### src/rtl/core/srf_pkg.sv
package srf_pkg;

    // Node table size and derived widths
    localparam int NODE_COUNT = 8;
    localparam int NODE_IDX_W = (NODE_COUNT > 1) ? $clog2(NODE_COUNT) : 1;
    localparam int CNT_W      = $clog2(NODE_COUNT + 1);
    localparam logic [NODE_IDX_W-1:0] NODE_LAST = NODE_IDX_W'(NODE_COUNT - 1);

    // Fixed field widths
    localparam int FUNC_W  = 2;
    localparam int IDX_W   = 3;
    localparam int TIME_W  = 32;
    localparam int TRIG_W  = 16;
    localparam int BYTE_W  = 8;
    localparam int LEN_W   = 16;
    localparam int SUB_W   = 3;

    // Configuration port
    localparam int APB_AW = 4;
    localparam int APB_DW = 32;
    localparam int CFG_IDX_W = 2;
    localparam logic [TIME_W-1:0] INTERVAL_RESET = 32'd300;

    // Bytes per online node in the frame
    localparam logic [LEN_W-1:0] NODE_BYTES = 16'd7;

    typedef enum logic [FUNC_W-1:0] {
        FUNC_WRITE   = 2'd0,
        FUNC_REQUEST = 2'd1,
        FUNC_POLL    = 2'd2,
        FUNC_NONE    = 2'd3
    } func_t;

    typedef enum logic [CFG_IDX_W-1:0] {
        REG_HEAD     = 2'd0,
        REG_DEST     = 2'd1,
        REG_CMD      = 2'd2,
        REG_INTERVAL = 2'd3
    } reg_idx_t;

    // Header byte positions
    localparam logic [SUB_W-1:0] HB_HEAD  = 3'd0;
    localparam logic [SUB_W-1:0] HB_DEST  = 3'd1;
    localparam logic [SUB_W-1:0] HB_CMD   = 3'd2;
    localparam logic [SUB_W-1:0] HB_SEQ   = 3'd3;
    localparam logic [SUB_W-1:0] HB_LENH  = 3'd4;
    localparam logic [SUB_W-1:0] HB_LENL  = 3'd5;

    // Node record byte positions
    localparam logic [SUB_W-1:0] NB_ID  = 3'd0;
    localparam logic [SUB_W-1:0] NB_TS0 = 3'd1;
    localparam logic [SUB_W-1:0] NB_TS1 = 3'd2;
    localparam logic [SUB_W-1:0] NB_TS2 = 3'd3;
    localparam logic [SUB_W-1:0] NB_TS3 = 3'd4;
    localparam logic [SUB_W-1:0] NB_CT0 = 3'd5;
    localparam logic [SUB_W-1:0] NB_CT1 = 3'd6;

    typedef enum logic [1:0] {
        PH_HEAD = 2'd0,
        PH_NODE = 2'd1,
        PH_SUM  = 2'd2
    } phase_t;

    typedef struct packed {
        logic                  ready;
        logic                  stamp;
        logic                  start_frame;
        logic                  emit;
        logic                  finish;
        phase_t                phase;
        logic [SUB_W-1:0]      sub;
        logic [NODE_IDX_W-1:0] ptr;
    } ctrl_cmd_t;

    typedef struct packed {
        logic accept;
        logic is_poll;
        logic pending;
        logic early;
        logic any_online;
        logic node_on;
        logic load;
    } dp_status_t;

    typedef struct packed {
        logic                en;
        reg_idx_t            idx;
        logic [APB_DW-1:0]   data;
    } cfg_wr_t;

endpackage

### src/rtl/core/srf_if.sv
interface srf_item_if;
    logic                          valid;
    logic                          ready;
    logic [srf_pkg::FUNC_W-1:0]    func;
    logic [srf_pkg::TIME_W-1:0]    now_ms;
    logic [srf_pkg::IDX_W-1:0]     node_index;
    logic                          node_online;
    logic [srf_pkg::TIME_W-1:0]    node_timestamp;
    logic [srf_pkg::TRIG_W-1:0]    node_trigger_count;

    modport source (
        output valid, func, now_ms, node_index, node_online, node_timestamp,
               node_trigger_count,
        input  ready
    );
    modport sink (
        input  valid, func, now_ms, node_index, node_online, node_timestamp,
               node_trigger_count,
        output ready
    );
endinterface

interface srf_frame_if;
    logic                          valid;
    logic                          ready;
    logic [srf_pkg::BYTE_W-1:0]    frame_byte;
    logic                          frame_last;

    modport source (
        output valid, frame_byte, frame_last,
        input  ready
    );
    modport sink (
        input  valid, frame_byte, frame_last,
        output ready
    );
endinterface

### src/rtl/core/srf_ctrl.sv
module srf_ctrl (
    input  logic                clk,
    input  logic                rst_n,
    input  srf_pkg::dp_status_t status,
    output srf_pkg::ctrl_cmd_t  cmd
);

    typedef enum logic [5:0] {
        S_IDLE  = 6'b000001,
        S_CHECK = 6'b000010,
        S_HEAD  = 6'b000100,
        S_SCAN  = 6'b001000,
        S_NODE  = 6'b010000,
        S_SUM   = 6'b100000
    } state_t;

    state_t                            state_reg, state_next;
    logic [srf_pkg::SUB_W-1:0]         sub_reg, sub_next;
    logic [srf_pkg::NODE_IDX_W-1:0]    ptr_reg, ptr_next;

    always_ff @(posedge clk or negedge rst_n)
    begin
        if (!rst_n)
        begin
            state_reg <= S_IDLE;
            sub_reg   <= '0;
            ptr_reg   <= '0;
        end
        else
        begin
            state_reg <= state_next;
            sub_reg   <= sub_next;
            ptr_reg   <= ptr_next;
        end
    end

    always_comb
    begin
        state_next      = state_reg;
        sub_next        = sub_reg;
        ptr_next        = ptr_reg;
        cmd.ready       = 1'b0;
        cmd.stamp       = 1'b0;
        cmd.start_frame = 1'b0;
        cmd.emit        = 1'b0;
        cmd.finish      = 1'b0;
        cmd.phase       = srf_pkg::PH_HEAD;
        cmd.sub         = sub_reg;
        cmd.ptr         = ptr_reg;
        case (state_reg)
            S_IDLE:
            begin
                cmd.ready = 1'b1;
                if (status.accept)
                    state_next = S_CHECK;
            end
            S_CHECK:
            begin
                state_next = S_IDLE;
                if (status.is_poll && status.pending && !status.early)
                begin
                    cmd.stamp = 1'b1;
                    if (status.any_online)
                    begin
                        cmd.start_frame = 1'b1;
                        sub_next        = '0;
                        ptr_next        = '0;
                        state_next      = S_HEAD;
                    end
                end
            end
            S_HEAD:
            begin
                cmd.emit  = 1'b1;
                cmd.phase = srf_pkg::PH_HEAD;
                if (status.load)
                begin
                    if (sub_reg == srf_pkg::HB_LENL)
                    begin
                        sub_next   = '0;
                        state_next = S_SCAN;
                    end
                    else
                        sub_next = sub_reg + 1'b1;
                end
            end
            S_SCAN:
            begin
                // skip offline nodes one per cycle
                if (status.node_on)
                begin
                    sub_next   = '0;
                    state_next = S_NODE;
                end
                else if (ptr_reg == srf_pkg::NODE_LAST)
                    state_next = S_SUM;
                else
                    ptr_next = ptr_reg + 1'b1;
            end
            S_NODE:
            begin
                cmd.emit  = 1'b1;
                cmd.phase = srf_pkg::PH_NODE;
                if (status.load)
                begin
                    if (sub_reg == srf_pkg::NB_CT1)
                    begin
                        sub_next = '0;
                        if (ptr_reg == srf_pkg::NODE_LAST)
                            state_next = S_SUM;
                        else
                        begin
                            ptr_next   = ptr_reg + 1'b1;
                            state_next = S_SCAN;
                        end
                    end
                    else
                        sub_next = sub_reg + 1'b1;
                end
            end
            S_SUM:
            begin
                cmd.emit  = 1'b1;
                cmd.phase = srf_pkg::PH_SUM;
                if (status.load)
                begin
                    cmd.finish = 1'b1;
                    state_next = S_IDLE;
                end
            end
            default:
            begin
                state_next = S_IDLE;
            end
        endcase
    end

    a_accept_to_check: assert property (@(posedge clk) disable iff (!rst_n)
        status.accept |=> state_reg == S_CHECK)
        else $error("accepted item did not move to check");

    a_sum_to_idle: assert property (@(posedge clk) disable iff (!rst_n)
        (state_reg == S_SUM && status.load) |=> state_reg == S_IDLE)
        else $error("frame did not end after checksum byte");

    a_no_emit_idle: assert property (@(posedge clk) disable iff (!rst_n)
        cmd.ready |-> !cmd.emit)
        else $error("byte emitted while taking items");

endmodule

### src/rtl/core/srf_dp.sv
module srf_dp (
    input  logic                                clk,
    input  logic                                rst_n,
    srf_item_if.sink                            item_in,
    srf_frame_if.source                         frame_out,
    input  srf_pkg::cfg_wr_t                    cfg_wr,
    input  logic [srf_pkg::CFG_IDX_W-1:0]       cfg_rd_idx,
    output logic [srf_pkg::APB_DW-1:0]          cfg_rd_data,
    input  srf_pkg::ctrl_cmd_t                  cmd,
    output srf_pkg::dp_status_t                 status
);

    logic [srf_pkg::BYTE_W-1:0]    head_reg, dest_reg, cmd_byte_reg;
    logic [srf_pkg::TIME_W-1:0]    interval_reg;

    logic [srf_pkg::NODE_COUNT-1:0] online_reg;
    logic [srf_pkg::TIME_W-1:0]    ts_mem [srf_pkg::NODE_COUNT];
    logic [srf_pkg::TRIG_W-1:0]    ct_mem [srf_pkg::NODE_COUNT];

    logic                          pending_reg;
    logic [srf_pkg::BYTE_W-1:0]    seq_reg;
    logic [srf_pkg::TIME_W-1:0]    last_send_reg;

    srf_pkg::func_t                func_reg;
    logic [srf_pkg::TIME_W-1:0]    now_reg;
    logic [srf_pkg::BYTE_W-1:0]    sum_reg;

    logic                          out_valid_reg;
    logic [srf_pkg::BYTE_W-1:0]    out_byte_reg;
    logic                          out_last_reg;

    logic                          accept;
    logic                          load;
    logic                          idx_ok;
    logic [srf_pkg::CNT_W-1:0]     online_cnt;
    logic [srf_pkg::LEN_W-1:0]     payload_len;
    logic [srf_pkg::TIME_W-1:0]    elapsed;
    logic [srf_pkg::TIME_W-1:0]    node_ts;
    logic [srf_pkg::TRIG_W-1:0]    node_ct;
    logic [srf_pkg::BYTE_W-1:0]    byte_sel;
    logic                          byte_summed;

    assign item_in.ready = cmd.ready;
    assign accept        = item_in.valid && cmd.ready;
    assign load          = cmd.emit && (!out_valid_reg || frame_out.ready);
    assign idx_ok        = 32'(item_in.node_index) < srf_pkg::NODE_COUNT;

    // configuration registers
    always_ff @(posedge clk or negedge rst_n)
    begin
        if (!rst_n)
        begin
            head_reg     <= '0;
            dest_reg     <= '0;
            cmd_byte_reg <= '0;
            interval_reg <= srf_pkg::INTERVAL_RESET;
        end
        else if (cfg_wr.en)
        begin
            case (cfg_wr.idx)
                srf_pkg::REG_HEAD:     head_reg     <= cfg_wr.data[srf_pkg::BYTE_W-1:0];
                srf_pkg::REG_DEST:     dest_reg     <= cfg_wr.data[srf_pkg::BYTE_W-1:0];
                srf_pkg::REG_CMD:      cmd_byte_reg <= cfg_wr.data[srf_pkg::BYTE_W-1:0];
                srf_pkg::REG_INTERVAL: interval_reg <= cfg_wr.data[srf_pkg::TIME_W-1:0];
                default: ;
            endcase
        end
    end

    always_comb
    begin
        case (cfg_rd_idx)
            srf_pkg::REG_HEAD:     cfg_rd_data = srf_pkg::APB_DW'(head_reg);
            srf_pkg::REG_DEST:     cfg_rd_data = srf_pkg::APB_DW'(dest_reg);
            srf_pkg::REG_CMD:      cfg_rd_data = srf_pkg::APB_DW'(cmd_byte_reg);
            srf_pkg::REG_INTERVAL: cfg_rd_data = srf_pkg::APB_DW'(interval_reg);
            default:               cfg_rd_data = '0;
        endcase
    end

    // node table payload: no reset, entries are valid once written
    always_ff @(posedge clk)
    begin
        if (accept && item_in.func == srf_pkg::FUNC_WRITE && idx_ok)
        begin
            ts_mem[item_in.node_index[srf_pkg::NODE_IDX_W-1:0]] <= item_in.node_timestamp;
            ct_mem[item_in.node_index[srf_pkg::NODE_IDX_W-1:0]] <= item_in.node_trigger_count;
        end
    end

    always_ff @(posedge clk)
    begin
        if (accept)
        begin
            func_reg <= srf_pkg::func_t'(item_in.func);
            now_reg  <= item_in.now_ms;
        end
    end

    always_ff @(posedge clk or negedge rst_n)
    begin
        if (!rst_n)
        begin
            online_reg    <= '0;
            pending_reg   <= 1'b0;
            seq_reg       <= '0;
            last_send_reg <= '0;
        end
        else
        begin
            if (accept && item_in.func == srf_pkg::FUNC_WRITE && idx_ok)
                online_reg[item_in.node_index[srf_pkg::NODE_IDX_W-1:0]] <= item_in.node_online;
            if (accept && item_in.func == srf_pkg::FUNC_REQUEST)
                pending_reg <= 1'b1;
            else if (cmd.stamp)
                pending_reg <= 1'b0;
            if (cmd.stamp)
                last_send_reg <= now_reg;
            if (cmd.finish)
                seq_reg <= seq_reg + 1'b1;
        end
    end

    always_comb
    begin
        online_cnt = '0;
        for (int i = 0; i < srf_pkg::NODE_COUNT; i++)
            online_cnt = online_cnt + srf_pkg::CNT_W'(online_reg[i]);
    end

    assign payload_len = srf_pkg::LEN_W'(online_cnt) * srf_pkg::NODE_BYTES;
    assign elapsed     = now_reg - last_send_reg;
    assign node_ts     = ts_mem[cmd.ptr];
    assign node_ct     = ct_mem[cmd.ptr];

    always_comb
    begin
        byte_sel    = sum_reg;
        byte_summed = 1'b1;
        case (cmd.phase)
            srf_pkg::PH_HEAD:
            begin
                case (cmd.sub)
                    srf_pkg::HB_HEAD:
                    begin
                        byte_sel    = head_reg;
                        byte_summed = 1'b0;
                    end
                    srf_pkg::HB_DEST: byte_sel = dest_reg;
                    srf_pkg::HB_CMD:  byte_sel = cmd_byte_reg;
                    srf_pkg::HB_SEQ:  byte_sel = seq_reg;
                    srf_pkg::HB_LENH: byte_sel = payload_len[15:8];
                    srf_pkg::HB_LENL: byte_sel = payload_len[7:0];
                    default:          byte_sel = '0;
                endcase
            end
            srf_pkg::PH_NODE:
            begin
                case (cmd.sub)
                    srf_pkg::NB_ID:  byte_sel = srf_pkg::BYTE_W'(cmd.ptr) + 1'b1;
                    srf_pkg::NB_TS0: byte_sel = node_ts[7:0];
                    srf_pkg::NB_TS1: byte_sel = node_ts[15:8];
                    srf_pkg::NB_TS2: byte_sel = node_ts[23:16];
                    srf_pkg::NB_TS3: byte_sel = node_ts[31:24];
                    srf_pkg::NB_CT0: byte_sel = node_ct[7:0];
                    srf_pkg::NB_CT1: byte_sel = node_ct[15:8];
                    default:         byte_sel = '0;
                endcase
            end
            default:
            begin
                byte_sel    = sum_reg;
                byte_summed = 1'b0;
            end
        endcase
    end

    always_ff @(posedge clk)
    begin
        if (cmd.start_frame)
            sum_reg <= '0;
        else if (load && byte_summed)
            sum_reg <= sum_reg ^ byte_sel;
    end

    // output register: refill in the same cycle the sink drains it
    always_ff @(posedge clk or negedge rst_n)
    begin
        if (!rst_n)
            out_valid_reg <= 1'b0;
        else if (load)
            out_valid_reg <= 1'b1;
        else if (frame_out.ready)
            out_valid_reg <= 1'b0;
    end

    always_ff @(posedge clk)
    begin
        if (load)
        begin
            out_byte_reg <= byte_sel;
            out_last_reg <= (cmd.phase == srf_pkg::PH_SUM);
        end
    end

    assign frame_out.valid      = out_valid_reg;
    assign frame_out.frame_byte = out_byte_reg;
    assign frame_out.frame_last = out_last_reg;

    assign status.accept     = accept;
    assign status.is_poll    = (func_reg == srf_pkg::FUNC_POLL);
    assign status.pending    = pending_reg;
    assign status.early      = (elapsed < interval_reg);
    assign status.any_online = |online_reg;
    assign status.node_on    = online_reg[cmd.ptr];
    assign status.load       = load;

    a_last_tracks_sum: assert property (@(posedge clk) disable iff (!rst_n)
        load |=> out_last_reg == $past(cmd.phase == srf_pkg::PH_SUM))
        else $error("last flag does not match checksum byte");

    a_stamp_clears: assert property (@(posedge clk) disable iff (!rst_n)
        cmd.stamp |=> !pending_reg && last_send_reg == $past(now_reg))
        else $error("stamp did not clear request or record time");

    a_seq_step: assert property (@(posedge clk) disable iff (!rst_n)
        cmd.finish |=> seq_reg == $past(seq_reg) + 8'd1)
        else $error("sequence did not advance after frame");

endmodule

### src/rtl/core/sensor_report_framer.sv
// Channel     Dir  Handshake          Payload
// item_in     in   valid/ready        func, now_ms, node_index, node_online,
//                                     node_timestamp, node_trigger_count
// frame_out   out  valid/ready        frame_byte, frame_last
// apb         in   psel/penable/pwrite paddr[3:2] register, pwdata / prdata
//
// Every item is accepted, then passes a check step that decides on a poll.
// A poll that sends emits six header bytes, scans every table entry whether
// online or not, emits seven bytes per online node and one checksum byte,
// and takes no new item until the checksum byte is loaded; one byte per cycle
// goes through the output register while the sink is not stalling.
// Reset clears the online bits, request, sequence, last send time and
// registers; node payload needs no clearing pass. A stalled sink holds the
// byte in the output register and holds the frame sequencer at its next byte.
module sensor_report_framer (
    input  logic                           clk,
    input  logic                           rst_n,
    srf_item_if.sink                       item_in,
    srf_frame_if.source                    frame_out,
    input  logic                           psel,
    input  logic                           penable,
    input  logic                           pwrite,
    input  logic [srf_pkg::APB_AW-1:0]     paddr,
    input  logic [srf_pkg::APB_DW-1:0]     pwdata,
    output logic [srf_pkg::APB_DW-1:0]     prdata,
    output logic                           pready
);

    srf_pkg::ctrl_cmd_t   cmd;
    srf_pkg::dp_status_t  status;
    srf_pkg::cfg_wr_t     cfg_wr;
    logic [srf_pkg::CFG_IDX_W-1:0] cfg_idx;

    // word-aligned decode: register i at byte address 4*i
    assign cfg_idx     = paddr[srf_pkg::APB_AW-1:2];
    assign pready      = 1'b1;
    assign cfg_wr.en   = psel && penable && pwrite && pready;
    assign cfg_wr.idx  = srf_pkg::reg_idx_t'(cfg_idx);
    assign cfg_wr.data = pwdata;

    srf_ctrl u_ctrl (
        .clk    (clk),
        .rst_n  (rst_n),
        .status (status),
        .cmd    (cmd)
    );

    srf_dp u_dp (
        .clk         (clk),
        .rst_n       (rst_n),
        .item_in     (item_in),
        .frame_out   (frame_out),
        .cfg_wr      (cfg_wr),
        .cfg_rd_idx  (cfg_idx),
        .cfg_rd_data (prdata),
        .cmd         (cmd),
        .status      (status)
    );

endmodule

### src/flat_wrapper.sv
// flat-port wrapper written by rule: the top's interface ports become plain ports
module sensor_report_framer_flat 
  (clk, rst_n, psel, penable, pwrite, paddr, pwdata, prdata, pready, item_in_valid, item_in_func, item_in_now_ms, item_in_node_index, item_in_node_online, item_in_node_timestamp, item_in_node_trigger_count, item_in_ready, frame_out_valid, frame_out_frame_byte, frame_out_frame_last, frame_out_ready);
  srf_item_if item_in_i ();
  srf_frame_if frame_out_i ();
  input  logic clk;
  input  logic rst_n;
  input  logic psel;
  input  logic penable;
  input  logic pwrite;
  input  logic [srf_pkg::APB_AW-1:0] paddr;
  input  logic [srf_pkg::APB_DW-1:0] pwdata;
  output logic [srf_pkg::APB_DW-1:0] prdata;
  output logic pready;
  input wire logic [$bits(item_in_i.valid)-1:0] item_in_valid;
  input wire logic [$bits(item_in_i.func)-1:0] item_in_func;
  input wire logic [$bits(item_in_i.now_ms)-1:0] item_in_now_ms;
  input wire logic [$bits(item_in_i.node_index)-1:0] item_in_node_index;
  input wire logic [$bits(item_in_i.node_online)-1:0] item_in_node_online;
  input wire logic [$bits(item_in_i.node_timestamp)-1:0] item_in_node_timestamp;
  input wire logic [$bits(item_in_i.node_trigger_count)-1:0] item_in_node_trigger_count;
  output wire logic [$bits(item_in_i.ready)-1:0] item_in_ready;
  output wire logic [$bits(frame_out_i.valid)-1:0] frame_out_valid;
  output wire logic [$bits(frame_out_i.frame_byte)-1:0] frame_out_frame_byte;
  output wire logic [$bits(frame_out_i.frame_last)-1:0] frame_out_frame_last;
  input wire logic [$bits(frame_out_i.ready)-1:0] frame_out_ready;
  assign item_in_i.valid = item_in_valid;
  assign item_in_i.func = item_in_func;
  assign item_in_i.now_ms = item_in_now_ms;
  assign item_in_i.node_index = item_in_node_index;
  assign item_in_i.node_online = item_in_node_online;
  assign item_in_i.node_timestamp = item_in_node_timestamp;
  assign item_in_i.node_trigger_count = item_in_node_trigger_count;
  assign item_in_ready = item_in_i.ready;
  assign frame_out_valid = frame_out_i.valid;
  assign frame_out_frame_byte = frame_out_i.frame_byte;
  assign frame_out_frame_last = frame_out_i.frame_last;
  assign frame_out_i.ready = frame_out_ready;
  sensor_report_framer u_core (.clk(clk), .rst_n(rst_n), .item_in(item_in_i), .frame_out(frame_out_i), .psel(psel), .penable(penable), .pwrite(pwrite), .paddr(paddr), .pwdata(pwdata), .prdata(prdata), .pready(pready));
endmodule
### config.mk
export PLATFORM = sky130hd
export DESIGN_NAME = sensor_report_framer_flat
export DESIGN_NICKNAME = d
export VERILOG_FILES = /design/src/rtl/core/srf_pkg.sv /design/src/rtl/core/srf_if.sv /design/src/rtl/core/srf_ctrl.sv /design/src/rtl/core/srf_dp.sv /design/src/rtl/core/sensor_report_framer.sv /design/src/flat_wrapper.sv
export SDC_FILE = /design/constraint.sdc
export NUM_CORES = 1
export LEC_CHECK = 0
export BUFFER_PORTS_ARGS = -buffer_cell sky130_fd_sc_hd__buf_2
export CAP_MARGIN = 20
export CORE_UTILIZATION = 60
export CTS_CLUSTER_DIAMETER = 60
export DETAILED_ROUTE_END_ITERATION = 7
export MAX_ROUTING_LAYER = met4
export PLACE_DENSITY_LB_ADDON = 0.05
export SLEW_MARGIN = 30
export SYNTH_ARGS = -nofsm -noshare
export SYNTH_HDL_FRONTEND = slang
export SYNTH_SLANG_ARGS = --single-unit
### constraint.sdc
create_clock -name clk -period 7.05 [get_ports clk]
set_input_delay 0.705 -clock clk [delete_from_list [all_inputs] [get_ports clk]]
set_output_delay 0.705 -clock clk [all_outputs]
set_load 0.05 [all_outputs]
==> results of run 1 <==
path summary, 6_finish.rpt:
path,endpoint,depth (start not counted),start
max in group asynchronous,u_core.u_dp.last_send_reg[24]$_DFFE_PN0P_,2,rst_n
worst min register to register,u_core.u_dp.seq_reg[7]$_DFFE_PN0P_,1,u_core.u_dp.seq_reg[7]$_DFFE_PN0P_
worst max-delay path,u_core.u_dp.last_send_reg[27]$_DFFE_PN0P_,17,u_core.u_dp.now_reg[16]$_DFFE_PP_
min in group clk,u_core.u_dp.now_reg[29]$_DFFE_PP_,1,item_in_now_ms[29]
worst min-delay path,u_core.u_dp.online_reg[3]$_DFFE_PN0P_,1,rst_n
worst max register to register,u_core.u_dp.last_send_reg[27]$_DFFE_PN0P_,17,u_core.u_dp.now_reg[16]$_DFFE_PP_
layer usage:
metal  wire length, µm  vias to the layer above  track usage
met5                 0                        -            -
li1                  -                     6520            -
met1             22500                     7179       0.3494
met2             26410                      386       0.4280
met4              1357                        0      0.08942
met3              3442                       91      0.05290
cells in the mapped netlist (all sizes together), types with 6 or more instances:
library cell  number
nor3              15
xor2              17
nand2b            12
mux4             106
nand4             13
o211ai             6
fa                 7
nor4              10
mux2i             56
o22ai             21
a21oi             43
a21o              25
clkbuf            29
xnor2             27
nand2             84
nand3             17
a31oi              6
nor2              88
o21ai             74
or3                7
o21a               9
buf               33
mux2              62
dfrtp            113
dfxtp              8
ha                75
edfxtp           427
a211o              6
inv               92
nor3b              8
worst register-to-register path: cells and delay by family (launching register included):
| kind | cells | cell delay [ps] |
|---|---|---|
| multiplexers | 1 | 420 |
| buffers and inverters | 1 | 340 |
| AND/OR/NAND/NOR | 7 | 2090 |
| flip-flops | 1 | 400 |
| adder cells (fa/ha/maj) | 2 | 580 |
| AO/OA/AOI/OAI | 6 | 1830 |
cells in the final DEF, fill, tap and decap left out, types with 6 or more instances in the layout:
cell / synthesis / routed
o22ai_1: 21 / 21
or3_1: 7 / 6
nor3_1: 14 / 13
clkbuf_1: 28 / 9
buf_2: 17 / 168
inv_1: 92 / 92
diode_2: 0 / 9
o21a_1: 9 / 9
mux4_2: 106 / 106
mux2i_1: 56 / 56
clkbuf_16: 0 / 58
xor2_1: 17 / 17
mux2_2: 33 / 33
a31oi_1: 6 / 6
xnor2_1: 27 / 27
a21o_1: 24 / 24
clkinv_1: 0 / 12
dfrtp_1: 113 / 110
nor2_1: 86 / 84
a211o_1: 6 / 6
nand3_1: 17 / 17
dfxtp_1: 8 / 8
edfxtp_1: 427 / 427
bufinv_16: 0 / 9
clkinv_2: 0 / 10
o211ai_1: 6 / 6
nand2_1: 84 / 84
nand4_1: 13 / 13
a21oi_1: 43 / 43
mux2_4: 29 / 29
fa_1: 7 / 7
buf_4: 4 / 18
ha_1: 75 / 75
o21ai_0: 71 / 71
nor4_1: 9 / 9
nand2b_1: 12 / 12
report_power, final:
group / internal [mW] / total, mW / switching, mW / leakage, nW
logic: 2.20 / 4.60 / 2.41 / 4.57
clock network: 1.86 / 3.12 / 1.26 / 0.959
registers: 3.80 / 4.10 / 0.296 / 5.39
total: 7.86 / 11.8 / 3.96 / 10.9
stage by stage:
stage / worst slack, ps / power, mW
3_3_place_gp: 1429 / 8.602
5_1_grt: 870.3 / 12.62
4_1_cts: 1284 / 11.90
2_1_floorplan: 17.68 / 7.696
6_report: 1302 / 11.82
3_5_place_dp: 1289 / 8.740
kinds of logic after synthesis:
family                     after synthesis  share of synthesized area
xor gates and xnor gates                44                    0.01550
muxes                                  224                     0.1510
AOI/OAI and AO/OA                      243                    0.06468
and+or+nand+nor                        285                    0.05657
buffers and inverters                  155                    0.02738
DFF                                    553                     0.6413
adders and majority gates               82                    0.04339
other                                    1                  0.0001509
final cells by class:
type,instances,area [µm²]
flip-flops and latches,553,15950
fillers,2797,12570
multi-input cells,879,8285
clock buffers,69,1513
repair buffers,188,1007
well taps,532,665.6
clock inverters,37,465.4
inverters,93,354.1
diodes,9,22.52
==> impl_results.md, run 1 <==
- Status: finished clean
- Synthesized instance count: 1,587
- Vias in the first global route: 14,330
- Die Wd: 205.5 µm
- Share of cells above drive strength 1: 0.2644
- Maximum fanout along the worst path: 33
- IR drop worst, VDD: 0.5024 mV
- Clk pin slew, worst setup/hold paths: 60 ps
- Worst path bufs/invs: 1
- Seq cells post-synth: 553
- Largest register FFs: 256
- Via count: 14,180
- Core Area: 40,830 µm²
- Resized cells post-CTS: 0
- Fmax achieved: 174.0 MHz
- Hold Path Class: input pin to async pin
- Hold Buf Count CTS: 0
- Num ports: 173
- Total CTS buffers: 57
- Max Clock Skew: 35.64 ps
- Net Count, Synth: 1,798
- Port Buffer Count: 169
- Clock latency on the worst-skew pair: 630 ps
- Syn_area_per_cell: 15.66 µm²
- Area share of the largest cell type after synthesis: 0.5158
- R2r setup slk: 1300 ps
- Yosys cell types: 88
- Final Util: 0.6923
- Setup TNS: 0 ps
- Finished Cell Area: 28,270 µm²
- Total congestion overflow: 0
- Die ar.: 42,250 µm²
- H-tree lvl count: 2
- Root Driver: clkbuf_16
- Initial Util: 0.6088
- Crit path DAT: 6250 ps
- Post-synthesis sequential area ratio: 0.6413
- CP Class: register to register
- Area contributors post-synth: edfxtp_1 (52%), dfrtp_1 (11%), mux4_2 (9.6%)
- Row Count: 74
- EDFF count, synth: 427
- CTS tree: done
- Synthesized area: 24,860 µm²
- Detailed placement HPWL: 32.55 mm
- Synth area leader: edfxtp_1
- Slew @ Worst Pin: 968.4 ps
- Unrepaired setup endpoints after global routing: no
- Post-layout minimum cycle time: 5748 ps
- Power density over the cells: 418.1 nW/µm²
- Final Hold Viols: 0
- First-pass GRT wire length: 81.54 mm
- Largest net degree at the start of global routing: 74
- Final Cycle Share: 0.8153
- Worst Path Required: 7550 ps
- Final Instance Count excl. Fillers: 2,360
- Synth Warn #: 0
- Hold Slack: 153.2 ps
- Final Setup Violations: 0
- Max_cap viols: 0
- Final wirelength: 53.71 mm
- Drt wl/cell: 22.76 µm
- Clk buf depth: 3
- GRT Total Usage: 0.2689
- Setup bufs post-CTS: 0
- Critical path endpoint category: register
- Crit path cell chain: ha_1, a211o_1, a2111oi_2, nor3_1, a211o_1, o2111ai_2, a31oi_1, or4_1, nand4_1, ha_1, nand4_1, or4_1, a41oi_1, nor2_1, or3_2, buf_4, mux2_4
- Crit start category: register
- GP Congestion: 0.8812
- Critical Path Max Stage Delay: 600 ps
- Die Y: 205.5 µm
- Delay-heaviest family, CP: simple AND/OR/NAND/NOR gates
- Antenna viol nets, final: 0
- Initial antenna violation count: 9
- Final slew viol count: 0
- Leak Pwr: 10.93 nW
- Final nets: 1,983
- TritonRoute pass-1 iters: 5
- Critical path's slowest cell: or4_1
- Async S/R FF share, synth: 0.2134
- 1st-iter DRT viols: 977
- Slew headroom: 0.3495
- Placement Cell Area: 26,260 µm²
- Clk sink count: 553
- Post-synth top flop: edfxtp_1
- Vias/cell: 6.007
- Area growth, synth to finish: 13.71%
- DP Cell Count: 2,245
- Post-route DRC: 0
(Power assumes the default switching activity.)
==> inputs of run 2 (changes only) <==
==> constraint.sdc (replaced) <==
create_clock -name clk -period 5.9 [get_ports clk]
set_input_delay 0.59 -clock clk [delete_from_list [all_inputs] [get_ports clk]]
set_output_delay 0.59 -clock clk [all_outputs]
set_load 0.05 [all_outputs]
==> run 2 against run 1 <==
Utilization down 0.089 points. Non-clock buffer count grew 10. Critical path type unchanged. Worst setup slack got worse by 890 ps. Total power increased by 17%. Largest cell class unchanged. Fmax is 4.7% higher. Final area decreased by 0.13%. Count of clock-buffer cells in the layout is 1 higher. Critical path depth did not move. Die area unchanged. Register-to-register slack lost 890 ps.
==> impl_results.md, run 2 (synthesis gave the netlist of run 1 again) <==
- Status: finished clean
- Final Util: 0.6914
- Final Setup Violations: 0
- Hold_sp: item_in_now_ms[27]
- Most frequent cells in the layout: edfxtp_1 (427), buf_2 (168), dfrtp_1 (110)
- Core Area: 40,830 µm²
- Clk sink count: 553
- Vias/cell: 6.008
- Final wirelength: 53.56 mm
- Root Driver: clkbuf_16
- Critical path's slowest cell: or4_1
- Clk buf depth: 3
- Total CTS buffers: 55
- Largest register FFs: 256
- RR Startpoint: u_core.u_dp.now_reg[16]$_DFFE_PP_
- Switching part of the total: 0.3375
- Initial antenna violation count: 7
- Reg power frac: 0.354
- Hold Path Class: input pin to register
- Crit path DAT: 5980 ps
- Largest net degree at the start of global routing: 65
- Net Switching: 4.665 mW
- Port Buffer Count: 169
- Final Instance Count excl. Fillers: 2,364
- Unrepaired setup endpoints after global routing: no
- CP Class: register to register
- Maximum fanout along the worst path: 33
- Int Pwr: 9.156 mW
- Die Wd: 205.5 µm
- Die ar.: 42,250 µm²
- Row Count: 74
- Slew headroom: 0.3532
- Area growth, synth to finish: 13.56%
- Leak Pwr: 10.92 nW
- Slew @ Worst Pin: 962.8 ps
- Vias in the first global route: 14,290
- GRT Total Usage: 0.2675
- GP Congestion: 0.8582
- Critical Path Max Stage Delay: 600 ps
- First-pass GRT wire length: 81.43 mm
- Via count: 14,200
- Critical path endpoint category: register
- Max Clock Skew: 14.76 ps
- Drt wl/cell: 22.66 µm
- Die Y: 205.5 µm
- Worst Path Required: 6390 ps
- Share of cells above drive strength 1: 0.2685
- Detailed placement HPWL: 33.86 mm
- Final Cycle Share: 0.9302
- Num ports: 173
- Power density over the cells: 489.6 nW/µm²
- CTS tree: done
- Setup TNS: 0 ps
- Final Hold Viols: 0
- Post-layout minimum cycle time: 5488 ps
- Max_cap viols: 0
- PnR worst setup slack: 411.8 ps
- DP Cell Count: 2,253
- Fmax achieved: 182.2 MHz
- Clock share of power: 0.249
- Clock latency on the worst-skew pair: 610 ps
- Hold Slack: 152.6 ps
- Final nets: 1,991
- Crit start category: register
- Crit path cell chain: ha_1, a211o_1, a2111oi_2, nor3_1, a211o_1, o2111ai_2, a31oi_1, or4_1, nand4_1, ha_1, nand4_1, or4_1, a41oi_2, nor2_1, or3_2, buf_4, mux2_4
- Total congestion overflow: 0
- Dpl ws: 331.5 ps
- Antenna viol nets, final: 0
- Final slew viol count: 0
- Initial Util: 0.6088
- IR drop worst, VDD: 0.5548 mV
- Crit path from: u_core.u_dp.now_reg[16]$_DFFE_PP_
- Commonest non-fill, non-tap cell in the layout: edfxtp_1
- Clk pin slew, worst setup/hold paths: 60 ps
- Gate power share: 0.397
- H-tree lvl count: 2
- TritonRoute pass-1 iters: 5
- 1st-iter DRT viols: 1,148
- Post-route DRC: 0
==> run 2: routing by layer <==
layer  vias up  part of all wire  track usage  wire length (µm)
met5         -                 0            -                 0
met4         0             0.021      0.07460              1110
met3        67             0.060      0.04751              3225
met2       393              0.50       0.4333             26710
met1      7211              0.42       0.3505             22520
li1       6531                 -            -                 -
==> run 2: timing repair <==
action,CTS,global route
hold buffers,0,1
resized for setup,0,2
setup buffers,0,0
hold endpoints to repair,0,15
setup endpoints to repair,0,32
==> run 2: area by class of cell <==
type                       instances  area, µm²
antenna                            7      17.52
clock buffer                      70       1494
clock inverter                    32      312.8
fill                            2800      12600
inverter                          93      354.1
multi-input combinational        879       8302
sequential                       553      15950
tap                              532      665.6
timing repair buffer             198       1134
==> run 2: worst max-delay path, delay by kind of cell, from the launching register on <==
kind,cells,cell delay [ps]
flops,1,410
fa+ha+maj,2,570
buf+inv,1,340
mux,1,380
simple gates,7,1960
compound gates,6,1690
==> run 2: worst paths after layout <==
check	to	slack (ps)	depth (start not counted)
min	u_core.u_dp.now_reg[27]$_DFFE_PP_	150	1
min in group asynchronous	u_core.u_dp.interval_reg[0]$_DFFE_PN0P_	410	2
max in group asynchronous	u_core.u_dp.last_send_reg[25]$_DFFE_PN0P_	4180	4
max reg2reg	u_core.u_dp.last_send_reg[20]$_DFFE_PN0P_	410	17
max	u_core.u_dp.last_send_reg[20]$_DFFE_PN0P_	410	17
min reg2reg	u_core.u_dp.seq_reg[7]$_DFFE_PN0P_	490	1
==> run 2: per-stage QoR <==
step / total power [mW] / area, µm²
CTS: 13.92 / 28160
global placement: 10.29 / 26320
global route: 14.72 / 28230
finish: 13.82 / 28230
detailed placement: 10.43 / 26350
floorplan: 9.196 / 24860
==> run 2: power groups by stage <==
stage | Clock (mW) | Sequential [mW] | Combinational [mW]
after detailed placement | 0 | 4.97 | 5.46
after floorplan | 0 | 4.73 | 4.46
after global placement | 0 | 4.95 | 5.33
after global routing | 3.65 | 4.94 | 6.13
final | 3.44 | 4.89 | 5.49
after CTS | 3.51 | 4.90 | 5.52
==> inputs of run 3 (changes only) <==
==> constraint.sdc (replaced) <==
create_clock -name clk -period 5.3 [get_ports clk]
set_input_delay 0.53 -clock clk [delete_from_list [all_inputs] [get_ports clk]]
set_output_delay 0.53 -clock clk [all_outputs]
set_load 0.05 [all_outputs]
==> run 3 against run 2 <==
Sequential power increased by 11%. Clock power up 15%. Sequential cell count unchanged. Global-route usage fell by 0.34 points. Fmax is 7.8% higher. Count of clock-buffer cells in the layout increased by 3. Combinational power up 15%.
==> impl_results.md, run 3 (synthesis gave the netlist of run 1 again) <==
- Total congestion overflow: 0
- Register area: 15,950 µm²
- 1st-iter DRT viols: 1,202
- Hold Buf Count CTS: 0
- Crit start category: register
- Max Clock Skew: 25.28 ps
- Final Hold Viols: 0
- Post-layout minimum cycle time: 5091 ps
- Critical Path Max Stage Delay: 560 ps
- Multi-input gate area: 8384 µm²
- Maximum fanout along the worst path: 3
- Power density over the cells: 550.9 nW/µm²
- Clk sink count: 553
- Critical path's slowest cell: fa_1
- CP Class: register to register
- Initial antenna violation count: 8
- CP Depth: 17
- Slew headroom: 0.3610
- R2r setup slk: 210 ps
- Crit path DAT: 5430 ps
- CP endpoint: u_core.u_dp.frame_out.frame_byte[6]$_DFFE_PP_
- Post-route DRC: 0
- Detailed placement HPWL: 34.06 mm
- Share of cells above drive strength 1: 0.2765
- Commonest non-fill, non-tap cell in the layout: edfxtp_1
- Total power: 15.68 mW
- Area growth, synth to finish: 14.49%
- Unrepaired setup endpoints after global routing: no
- Root Driver: clkbuf_16
- Total CTS buffers: 56
- Finished Cell Area: 28,460 µm²
- Port Buffer Count: 169
- Fmax achieved: 196.4 MHz
- Drt wl/cell: 22.38 µm
- Status: finished clean
- Die Y: 205.5 µm
- Antenna viol nets, final: 0
- Vias/cell: 5.975
- Core Area: 40,830 µm²
- Most frequent cells in the layout: edfxtp_1 (427), buf_2 (168), dfrtp_1 (110)
- Max_cap viols: 0
- Critical path endpoint category: register
- GRT Total Usage: 0.2642
- Slew @ Worst Pin: 958.6 ps
- Fillers: 2,735
- Vias in the first global route: 14,120
- Num ports: 173
- Clock latency on the worst-skew pair: 620 ps
- Initial Util: 0.6088
- First-pass GRT wire length: 80.21 mm
- Crit path from: u_core.u_dp.online_reg[0]$_DFFE_PN0P_
- Final nets: 2,001
- R2R cell count: 17
- Die ar.: 42,250 µm²
- RR Startpoint: u_core.u_dp.online_reg[0]$_DFFE_PN0P_
- Hold Slack: 22.93 ps
- Die Wd: 205.5 µm
- CTS tree: done
- Via count: 14,220
- GP Congestion: 0.8859
- Largest register FFs: 256
- Final Cycle Share: 0.9606
- Largest net degree at the start of global routing: 63
- Final slew viol count: 0
- Worst r2r dst: u_core.u_dp.frame_out.frame_byte[6]$_DFFE_PP_
- Row Count: 74
- Clk pin slew, worst setup/hold paths: 60 ps
- Final Setup Violations: 0
- H-tree lvl count: 2
- Leak Pwr: 11.02 nW
- Clk buf depth: 3
- CP dominant cell by count: fa_1
- TritonRoute pass-1 iters: 6
- Hold Path Class: input pin to async pin
- Placement Cell Area: 26,430 µm²
- Worst Path Required: 5640 ps
- Delay-heaviest family, CP: adder cells
- Crit path cell chain: inv_1, fa_1, fa_1, fa_1, inv_1, ha_1, inv_1, fa_2, inv_1, fa_1, ha_1, fa_1, a211o_1, nand3_1, a31o_2, o21ai_0, mux2_2
- IR drop worst, VDD: 0.7002 mV
- Final wirelength: 53.24 mm
- Worst path bufs/invs: 4
-- run 3: final cells by class --
class | instances | area share
inverters | 93 | 0.01244
multi-input cells | 879 | 0.2946
clock buffers | 73 | 0.05333
well taps | 532 | 0.02339
clock inverters | 32 | 0.01249
repair buffers | 207 | 0.04247
flip-flops and latches | 553 | 0.5604
diodes | 10 | 0.0008792
-- run 3: worst reg2reg max path: cells and delay by family, from the launching register on --
kind | cells | cell delay [ps]
AOI/OAI and AO/OA | 3 | 530
buffers and inverters | 4 | 350
DFF | 1 | 350
adders and majority gates | 8 | 3180
and+or+nand+nor | 1 | 80
muxes | 1 | 320
-- run 3: stage by stage --
| stage | setup WS (ps) | instances | util | TNS [ps] |
|---|---|---|---|---|
| 2_1_floorplan | -1722 | 1587 | - | -241110 |
| 3_3_place_gp | 57.11 | 2261 | 0.6466 | 0 |
| 3_5_place_dp | -49.54 | 2262 | 0.6473 | -1199 |
| 4_1_cts | 38.90 | 2367 | 0.6937 | 0 |
| 5_1_grt | 34.13 | 2377 | 0.6969 | 0 |
| 6_report | 208.8 | 2379 | 0.6970 | 0 |
-- run 3: repair_timing --
item | CTS | global route
endpoints found under the setup margin | 33 | 39
gates resized for setup | 3 | 13
cloned | 0 | 1
setup buffers | 0 | 1
-- run 3: worst min path at each step --
| stage | from | endpoint | slack (ps) |
|---|---|---|---|
| after detailed placement | u_core.u_dp.seq_reg[7]$_DFFE_PN0P_ | u_core.u_dp.seq_reg[7]$_DFFE_PN0P_ | 470 |
| after global routing | rst_n | u_core.u_dp.head_reg[0]$_DFFE_PN0P_ | 70 |
| final | rst_n | u_core.u_dp.interval_reg[0]$_DFFE_PN0P_ | 20 |
| after global placement | u_core.u_dp.sum_reg[2]$_SDFFE_PP0P_ | u_core.u_dp.sum_reg[2]$_SDFFE_PP0P_ | 470 |
| after CTS | rst_n | u_core.u_dp.dest_reg[3]$_DFFE_PN0P_ | 30 |
| after floorplan | rst_n | u_core.u_ctrl.ptr_reg[0]$_DFFE_PN0P_ | 230 |
-- run 3: metal layers --
| layer | vias to the layer above | routed length [µm] | GRT usage |
|---|---|---|---|
| met4 | 0 | 1332 | 0.08968 |
| met5 | - | 0 | - |
| li1 | 6555 | - | - |
| met3 | 83 | 3270 | 0.04656 |
| met2 | 401 | 26020 | 0.4123 |
| met1 | 7176 | 22620 | 0.3540 |
-- run 3: report_power, final --
part	switching, mW	internal, mW
Clock	1.63	2.32
Sequential	0.380	5.06
Combinational	3.24	3.06
